$ cat src/hw/rtl/tkf_pkg.sv
`timescale 1ns / 1ps
package tkf_pkg;
    localparam int unsigned FRAC_BITS_DEF = 6;
    localparam int unsigned DATA_W = 16;
    localparam int unsigned CFG_IDX_W = 2;

    typedef enum logic [CFG_IDX_W-1:0] {
        CFG_TIME_STEP     = 2'd0,
        CFG_INPUT_GAIN    = 2'd1,
        CFG_MEASURE_NOISE = 2'd2,
        CFG_PROCESS_NOISE = 2'd3
    } t_cfg_idx;

    typedef struct packed {
        logic signed [DATA_W-1:0] gyro_rate;
        logic signed [DATA_W-1:0] tilt_angle;
    } t_in_item;

    typedef struct packed {
        logic signed [DATA_W-1:0] predicted_angle;
        logic signed [DATA_W-1:0] innovation;
        logic signed [DATA_W-1:0] innovation_variance;
        logic signed [DATA_W-1:0] projected_cov;
        logic signed [DATA_W-1:0] angle_gain;
        logic signed [DATA_W-1:0] updated_angle;
        logic                     divide_fault;
    } t_out_item;

    typedef struct packed {
        logic [CFG_IDX_W-1:0] index;
        logic [DATA_W-1:0]    data;
    } t_cfg_beat;

    // divider handshake
    typedef struct packed {
        logic start;
    } t_div_req;

    typedef struct packed {
        logic busy;
        logic done;
    } t_div_sts;
endpackage

$ cat src/hw/rtl/tkf_divider.sv
`timescale 1ns / 1ps
// Restoring signed divider, one quotient bit a cycle, truncates toward zero.
module tkf_divider
    import tkf_pkg::*;
#(
    parameter int unsigned NUM_W = 32,
    parameter int unsigned DEN_W = 16
) (
    input  logic                    i_clk,
    input  logic                    i_rst_n,
    input  t_div_req                i_req,
    input  logic signed [NUM_W-1:0] i_num,
    input  logic signed [DEN_W-1:0] i_den,
    output t_div_sts                o_sts,
    output logic signed [NUM_W-1:0] o_quo
);
    localparam int unsigned CNT_W = $clog2(NUM_W + 1);

    logic [NUM_W-1:0] r_quo, n_quo;
    logic [DEN_W:0]   r_rem, n_rem;
    logic [DEN_W-1:0] r_den, n_den;
    logic             r_neg, n_neg;
    logic [CNT_W-1:0] r_cnt, n_cnt;
    logic             r_busy, n_busy;
    logic             r_done, n_done;
    logic [DEN_W:0]   w_trial;
    logic [DEN_W+1:0] w_diff;
    logic [NUM_W-1:0] w_anum;

    always_comb begin
        w_anum = i_num[NUM_W-1] ? NUM_W'(-i_num) : NUM_W'(i_num);
        w_trial = {r_rem[DEN_W-1:0], r_quo[NUM_W-1]};
        w_diff = {1'b0, w_trial} - {2'b00, r_den};
        n_quo = r_quo;
        n_rem = r_rem;
        n_den = r_den;
        n_neg = r_neg;
        n_cnt = r_cnt;
        n_busy = r_busy;
        n_done = 1'b0;
        if (i_req.start) begin
            n_quo = w_anum;
            n_rem = '0;
            n_den = i_den[DEN_W-1] ? DEN_W'(-i_den) : DEN_W'(i_den);
            n_neg = i_num[NUM_W-1] ^ i_den[DEN_W-1];
            n_cnt = CNT_W'(NUM_W);
            n_busy = 1'b1;
        end else if (r_busy) begin
            if (!w_diff[DEN_W+1]) begin
                n_rem = w_diff[DEN_W:0];
                n_quo = {r_quo[NUM_W-2:0], 1'b1};
            end else begin
                n_rem = w_trial;
                n_quo = {r_quo[NUM_W-2:0], 1'b0};
            end
            n_cnt = r_cnt - 1'b1;
            if (r_cnt == CNT_W'(1)) begin
                n_busy = 1'b0;
                n_done = 1'b1;
            end
        end
    end

    always_ff @(posedge i_clk) begin
        r_quo <= n_quo;
        r_rem <= n_rem;
        r_den <= n_den;
        r_neg <= n_neg;
        r_cnt <= n_cnt;
        if (!i_rst_n) begin
            r_busy <= 1'b0;
            r_done <= 1'b0;
        end else begin
            r_busy <= n_busy;
            r_done <= n_done;
        end
    end

    assign o_quo = r_neg ? -$signed(r_quo) : $signed(r_quo);
    assign o_sts = '{busy: r_busy, done: r_done};
endmodule

$ cat config.mk
export PLATFORM = sky130hd
export DESIGN_NAME = tkf_divider
export DESIGN_NICKNAME = d
export VERILOG_FILES = /design/src/hw/rtl/tkf_pkg.sv /design/src/hw/rtl/tkf_divider.sv
export SDC_FILE = /design/constraint.sdc
export NUM_CORES = 1
export LEC_CHECK = 0
export ABC_AREA = 1
export BUFFER_PORTS_ARGS = -buffer_cell sky130_fd_sc_hd__buf_2
export CORE_ASPECT_RATIO = 1.4
export CORE_MARGIN = 1
export CORE_UTILIZATION = 35
export DETAILED_ROUTE_END_ITERATION = 7
export PLACE_DENSITY = 0.64
export SLEW_MARGIN = 20
export SYNTH_ARGS = -nofsm -noshare
export SYNTH_HDL_FRONTEND = slang
export SYNTH_SLANG_ARGS = --single-unit
$ cat constraint.sdc
create_clock -name i_clk -period 1.9 [get_ports i_clk]
set_clock_uncertainty 0.15 [all_clocks]
set_input_delay 0.095 -clock i_clk [delete_from_list [all_inputs] [get_ports i_clk]]
set_output_delay 0.095 -clock i_clk [all_outputs]
set_load 0.1 [all_outputs]
## After elaboration in Yosys (flattened, before gate mapping)

Index checks and enable logic that the tools add are counted.

| word-level totals | value |
|---|---|
| bits in registers | 73 |
| word-level logic and storage cells | 30 |

| cells by class | value |
|---|---|
| multiplexer cells | 11 |
| eq/ne operators | 1 |
| bitwise operators | 3 |
| reductions and logical operators | 2 |
| $add $sub $neg | 5 |

Operators with widths:

| cell | count |
|---|---|
| 32-bit 2-to-1 mux | 4 |
| 32-bit negation | 2 |
| 17-bit by 16-bit subtractor with 18-bit output | 1 |
| 16-bit 2-to-1 mux | 1 |
| 16-bit negation | 1 |
| 15-bit 2-to-1 mux | 1 |
| 6-bit by 1-bit == test with 1-bit output (second input constant) | 1 |
| 6-bit by 1-bit subtractor with 6-bit output (second input constant) | 1 |
| 1-bit 2-to-1 mux | 5 |
| 3-bit OR reduction | 1 |
| 1-bit inverter | 2 |
| 2-bit nonzero test | 1 |
| 1-bit XOR | 1 |

## Depth between registers and ports, before layout

Gate-level depths: netlist of run 1.

| logic depth | value |
|---|---|
| depth in word-level cells | 4 |
| gate-level depth with buffers | 14 |

## Worst setup path before layout of run 1

No wires, ideal clock.

| path | value |
|---|---|
| path type | flip-flop to output port |
| start | reg r_quo[9] |
| end | out o_quo[26] |
| stages on the path, launching flop included | 8 |
| path buffers | 0 |
| setup slack | -1486 ps |
| arrival time | 3141 ps |
| required time | 1655 ps |
| cells stage by stage | edfxtp_1 -> nor2_1 -> nand3_1 -> nor2_1 -> nand2_1 -> nor2_1 -> xor2_1 -> o21ai_0 |

| on the way | value |
|---|---|
| word-level cells in the longest chain between the ends | 2 |

Ends and longest elaborated chain:

| item | RTL line | RTL |
|---|---|---|
| start, declared | tkf_divider.sv:19 | `logic [NUM_W-1:0] r_quo, n_quo;` |
| start signal, assigned | tkf_divider.sv:65 | `r_quo <= n_quo;` |
| 32-bit negation | tkf_divider.sv:79 | `assign o_quo = r_neg ? -$signed(r_quo) : $signed(r_quo);` |
| 32-bit 2-to-1 mux | tkf_divider.sv:79 |  |
| end, declared | tkf_divider.sv:15 | `output logic signed [NUM_W-1:0] o_quo` |

Every way passes these cells.

## Worst setup path in the final report of run 1

| path | value |
|---|---|
| start | reg r_quo[5] |
| end | out o_quo[20] |

Same word-level chain as after synthesis.

==> results of run 1 <==
[cells in the final DEF (no fill, tap or decap), types with 14 or more instances in the layout]
master / Yosys / final
nand2_1: 281 / 239
buf_4: 5 / 137
inv_1: 126 / 99
nor2_1: 107 / 84
buf_2: 3 / 53
edfxtp_1: 49 / 49
nand3_1: 82 / 48
o21ai_0: 58 / 41
buf_12: 0 / 39
nand3_2: 4 / 29
xor2_1: 49 / 27
nand2_2: 2 / 25
inv_2: 0 / 24
dfxtp_1: 24 / 23
xor2_4: 0 / 21
nand2_4: 2 / 19
buf_6: 1 / 18
a21oi_1: 21 / 14
[power by group]
group | internal, mW | switching (mW) | leakage [nW] | total, mW
Sequential | 1.87 | 0.0987 | 0.691 | 1.97
Clock | 0.996 | 0.678 | 0.137 | 1.67
Combinational | 1.53 | 2.37 | 3.99 | 3.91
Total | 4.40 | 3.15 | 4.82 | 7.55
[worst reg2reg max path: stages, from the launching register on]
cell	delay, ns
edfxtp_1	0.44
inv_2	0.12
ha_4	0.13
inv_2	0.04
fa_2	0.35
nand3_2	0.09
nand3_4	0.11
nand2_2	0.11
nand2_4	0.06
nand2_2	0.06
nand2_1	0.05
nand2_1	0.07
nand3_2	0.07
nand2_1	0.08
nand2_1	0.05
[registers in the layout, indices dropped and copies added, names as in the netlist]
| signal | cells |
|---|---|
| r_busy | 1 |
| r_rem | 16 |
| r_neg | 1 |
| r_den | 16 |
| r_done | 1 |
| r_quo | 32 |
| r_cnt | 6 |
[layer usage]
metal / track usage, % / wire length (um) / up-vias
met5: 0 / 0 / -
met4: 13.1 / 956 / 0
met3: 2.40 / 611 / 63
met2: 46.3 / 11600 / 196
met1: 23.9 / 7880 / 3203
li1: - / - / 3436
[through the flow]
stage / std cells / setup TNS (ns) / setup WS (ns) / area, um2
global route: 1410 / -14.65 / -0.557 / 10400
CTS: 1402 / -10.89 / -0.449 / 10000
global placement: 1354 / -3.97 / -0.327 / 8950
floorplan: 924 / -6.73 / -0.488 / 6790
detailed placement: 1354 / -5.57 / -0.382 / 8950
finish: 1410 / -10.84 / -0.472 / 10400
[cell type report]
type / count / share of cell area, %
Multi-Input combinational cell: 699 / 47.4
Timing Repair Buffer: 262 / 23.6
Sequential cell: 73 / 18.8
Inverter: 128 / 4.71
Tap cell: 232 / 2.79
Clock buffer: 16 / 2.70
[logic make-up (layout without fill, tap and decap cells)]
logic type / count (synthesis) / after routing
AND/OR/NAND/NOR: 521 / 521
buffers and inverters: 152 / 406
AO/OA/AOI/OAI: 91 / 91
flip-flops: 73 / 73
XOR/XNOR: 65 / 65
adder cells (fa/ha/maj): 22 / 22
[final timing paths]
check                           startpoint   endpoint  cells after the start
worst min register to register   r_rem[14]  r_rem[14]                      2
worst max-delay path              r_quo[5]  o_quo[20]                     10
worst max register to register   r_quo[31]  r_rem[14]                     14
worst min-delay path             i_num[27]  r_quo[27]                      4
[repair_timing]
action	in CTS	in global routing
gates resized for setup	121	91
cloned	1	0
buffers inserted	21	13
pin swaps	51	79
endpoints found under the hold margin	14	0
endpoints found under the setup margin	47	47
hold buffers	12	0
==> reports/metrics.csv, run 1 <==
stage,metric,value,unit
routing,dr.pass1.iters,5,
critical_path,crit_path_top_delay_cell,edfxtp_1,
synth,synth_commonest_cells,"nand2_1 (281), inv_1 (126), nor2_1 (107)",
power_and_ir_drop,max-vdd-ir-drop,0.000552,V
place,dp_hpwl,15500,um
floorplan,rows,56,
timing,worstMarginPinSlew,0.493,ns
floorplan,io_pins,85,
timing,setup_violations,46,
timing,fin_crit_sh,125,%
timing,fin_crit,2.37,ns
synth,syn_avg_cell_area,6.63,um2
clock_tree,numCtsBuffers,9,
critical_path,crit_family,simple AND/OR/NAND/NOR gates,
hold_path,hold_path.class,in -> reg,
synth,yosysSeqAreaShare,31.9,%
critical_path,criticalPathCategory,reg -> out,
power_and_ir_drop,power_density,725,mW/mm2
finish,n_antenna_cell,0,
routing,ant_nets,0,
clock_tree,htree_levels,3,
grt,antenna_found_initial,0,
synth,yosys-top-cells-area,"edfxtp_1 (24%), nand2_1 (17%), dfxtp_1 (7.8%)",
synth,synth-edff-count,49,
grt,track_usage,23.5,%
synth,ys_seq_elements,73,
floorplan,coreArea,0.0170,mm2
finish,nFillCells,1472,
floorplan,initial_core_util,36.1,%
clock_tree,clk_latency,0.35,ns
finish,nets,1246,
synth,synth_xor_area_share,9.30,%
finish,fin_util,61.4,%
status,status,"finished, violations left",
clock_tree,numClockSinks,73,
synth,yosysTopAreaCellShare,24.0,%
synth,synth_cells,924,
synth,syn_nets,997,
synth,ys_warn_count,0,
synth,synthMostInstantiatedCell,nand2_1,
floorplan,die_w,114,um
critical_path,required,1.65,ns
synth,synth_top_family_by_area,simple AND/OR/NAND/NOR gates,
critical_path,crit_path_max_incr_delay,0.42,ns
clock_tree,cts.clk_slew.worst_paths,0.06,ns
routing,finalWirelength,21100,um
synth,synth_ff_type,edfxtp_1,
synth,synth_area,0.00612,mm2
critical_path,arrival,2.13,ns
power_and_ir_drop,p_total,7.55,mW
finish,regArea,0.00195,mm2
clock_tree,cts-root-buf,clkbuf_16,
timing,fin_hold_ws,0.00757,ns
routing,wl_per_cell,14.9,um
critical_path,endpoint_kind,output pin,
clock_tree,cts_tree,built,
synth,yosys.area.top_type,edfxtp_1,
grt,overflow,0,
power_and_ir_drop,p_leak,4.82,nW
timing,hold_viol,0,
status,violations,setup timing,
critical_path,path_common_cell,nor2_4,
timing,drv_slew,0,
timing,fmax,422,MHz
synth,synthMuxAreaShare,0,%
critical_path,r2r_slack,-0.16,ns
grt,grt_pass1_wl,32600,um
routing,vias,6898,
timing,rsz0062_at_grt,true,
grt,grt_max_degree,45,
floorplan,fp.dieH,159,um
flow_run,drv_cap,0,
timing,slew_headroom,67.4,%
routing,route.detailed.drc,0,
critical_path,path_cells,buf_6 > nor2_4 > nand3_4 > nor2_4 > nand2_4 > nor2_4 > nand3_2 > nand2_4 > xor2_4 > buf_12,
synth,async_flop_share,0,%
synth,synthAdderAreaFrac,4.62,%
finish,multi_input_area,0.00494,mm2
finish,drive_gt1_share,40.1,%
critical_path,worst-path-buf-inv,2,
critical_path,worstSetupStartpointType,flop,
grt,grt_pass1_vias,6905,
clock_tree,cts_buffer_depth,2,
routing,viasPerCell,4.89,
synth,synthSimpleGateAreaFrac,36.3,%
place,gp_congestion,0.869,
timing,setup_ws,-0.472,ns
synth,ys_types,40,
floorplan,die_area,0.0180,mm2
finish,syn2layout_area_growth,69.9,%
synth,synth_compound_area_share,7.95,%
critical_path,cp_max_fo,3,
routing,drt-initial-drc-count,283,
place,portBuffers,84,
Power figures use the tool's default switching activity.
==> run 2, diff against run 1 <==
PLACE_DENSITY = 0.57   (was 0.64)
==> run 2 against run 1 <==
  * Setup slack got worse by 0.060 ns
  * The flow still finishes with violations (setup timing)
  * Non-clock buffer count increased by 18
  * Via count increased by 0.55%
  * Flip-flop and latch count unchanged
  * Critical endpoint is now o_quo[27]
  * Total power up 0.83%
  * Sequential power about the same
  * Clock-buffer cell count is 7 lower
  * First-iteration DRC count is 23% higher
  * Design area rose by 0.76%
  * Wire length grew 1.3%
  * Critical path type unchanged
==> reports/metrics.csv, run 2 (same netlist as run 1, synthesis figures left out) <==
stage,metric,value,unit,change
floorplan,rows,56,,unchanged
critical_path,worstSetupStartpointType,flop,,
routing,dr.pass1.iters,4,,-1
routing,vias,6936,,+0.55%
floorplan,coreArea,0.0170,mm2,unchanged
clock_tree,clk_latency,0.34,ns,about the same
finish,regArea,0.00195,mm2,about the same
timing,worstMarginPinSlew,0.494,ns,+0.00131 ns
critical_path,endpoint_kind,output pin,,
clock_tree,cts_tree,built,,
finish,nets,1265,,+1.5%
finish,reg_top3,"r_quo x32, r_den x16, r_rem x16",,
power_and_ir_drop,p_leak,4.90,nW,+1.6%
finish,n_antenna_cell,0,,unchanged
timing,fmax,411,MHz,-2.5%
timing,slew_headroom,67.3,%,-0.087 points
clock_tree,cts_buffer_depth,2,,unchanged
finish,drive_gt1_share,40.3,%,+0.20 points
timing,setup_ws,-0.532,ns,-0.0597 ns
place,portBuffers,84,,unchanged
grt,grt_max_degree,45,,unchanged
finish,syn2layout_area_growth,71.2,%,
power_and_ir_drop,max-vdd-ir-drop,0.000544,V,-1.5%
critical_path,required,1.65,ns,about the same
finish,layout_commonest_cell,nand2_1,,
place,gp_congestion,0.926,,+6.7%
floorplan,die_area,0.0180,mm2,unchanged
finish,nFillCells,1493,,+1.4%
hold_path,hold_path.class,in -> reg,,
routing,ant_nets,0,,unchanged
grt,overflow,0,,unchanged
critical_path,cp_max_fo,2,,-1
timing,setup_violations,46,,unchanged
routing,finalWirelength,21300,um,+1.3%
timing,drv_slew,0,,unchanged
status,status,"finished, violations left",,
finish,finalInstanceArea,0.0105,mm2,+0.76%
routing,route.detailed.drc,0,,unchanged
power_and_ir_drop,p_total,7.61,mW,+0.83%
finish,largest-register,r_quo,,
timing,hold_viol,0,,unchanged
floorplan,initial_core_util,36.1,%,unchanged
timing,rsz0062_at_grt,true,,
finish,multi_input_area,0.00494,mm2,about the same
floorplan,fp.dieH,159,um,unchanged
floorplan,io_pins,85,,unchanged
finish,fin_util,61.9,%,+0.46 points
flow_run,drv_cap,0,,unchanged
routing,drt-initial-drc-count,349,,+23%
timing,fin_crit,2.43,ns,+0.0597 ns
clock_tree,cts-root-buf,clkbuf_16,,
clock_tree,cts.clk_slew.worst_paths,0.06,ns,about the same
floorplan,die_w,114,um,unchanged
place,dpl_cell_area,0.00899,mm2,+0.45%
clock_tree,numClockSinks,73,,unchanged
critical_path,criticalPathCategory,reg -> out,,
grt,antenna_found_initial,0,,unchanged
finish,largest_reg_flops,32,,unchanged
status,violations,setup timing,,
finish,layout_common_cells,"nand2_1 (241), buf_4 (155), inv_1 (101)",,
clock_tree,htree_levels,3,,unchanged
grt,grt_pass1_wl,32700,um,+0.42%
critical_path,arrival,2.19,ns,+0.06 ns
place,dp_hpwl,15900,um,+2.5%
grt,track_usage,23.7,%,+0.22 points
clock_tree,numCtsBuffers,9,,unchanged
timing,fin_crit_sh,128,%,+3.1 points
grt,grt_pass1_vias,6848,,-0.83%
critical_path,r2r_slack,-0.17,ns,about the same
routing,viasPerCell,4.85,,-0.79%
power_and_ir_drop,power_density,726,mW/mm2,about the same
routing,wl_per_cell,14.9,um,about the same
## run 2: changes by cell type in the layout (fill, tap and decap cells not counted), sizes merged
cell / before / now
buf: 250 / 266
clkbuf: 16 / 9
inv: 124 / 128
clkinv: 2 / 5
dlygate4sd3: 12 / 14
bufinv: 0 / 1
clkinvlp: 2 / 1
nand2: 285 / 286
## run 2: layout make-up
type	instances	area share (%)
clock inverter	7	0.644
inverter	128	4.58
sequential	73	18.6
clock buffer	9	2.15
multi-input combinational	700	47.1
timing repair buffer	280	24.1
tap	232	2.77
## run 2: stage by stage
| step | TNS (ns) | hold slack, ns | cells | setup WS, ns |
|---|---|---|---|---|
| after floorplan | -6.73 | 0.0439 | 924 | -0.488 |
| after global placement | -4.38 | 0.192 | 1366 | -0.334 |
| after detailed placement | -5.21 | 0.199 | 1366 | -0.361 |
| after CTS | -11.02 | 0.00643 | 1419 | -0.502 |
| after global routing | -16.02 | 0.0171 | 1429 | -0.600 |
| final | -11.78 | 0.00731 | 1429 | -0.532 |
## run 2: critical path, cell delays in order (launching register included)
cell and delay, ns:
edfxtp_1 0.43, nor2_2 0.19, nand2_2 0.09, nor2_4 0.15, nand2_2 0.10, nor2_4 0.13
nand2_4 0.08, buf_6 0.14, o21ai_4 0.16, xor2_4 0.19, buf_12 0.19
## run 2: path summary, 6_finish.rpt
| path | to | startpoint | cells past startpoint |
|---|---|---|---|
| worst max-delay path | o_quo[27] | r_quo[5] | 10 |
| worst min-delay path | r_quo[29] | i_num[29] | 4 |
| worst max register to register | r_rem[14] | r_quo[31] | 14 |
| worst min register to register | r_cnt[0] | r_cnt[0] | 2 |
## run 2: metal layers
layer,GRT usage (%),part of all wire (%),vias up
met2,46.5,56,179
li1,-,-,3480
met5,0,0,-
met1,24.5,37,3216
met3,2.55,2.9,61
met4,12.7,4.4,0
## run 2: report_power, final
part           switching [mW]  total [mW]  internal, mW
sequential             0.0944        1.96          1.87
clock                   0.723        1.74          1.02
combinational            2.35        3.91          1.56
## run 2: what timing repair did
item	in CTS	in global routing
gates resized for setup	107	102
pin swaps	53	70
gates cloned	2	0
buffers inserted	23	13
setup endpoints to repair	47	48
hold buffers	14	0
endpoints found under the hold margin	17	0
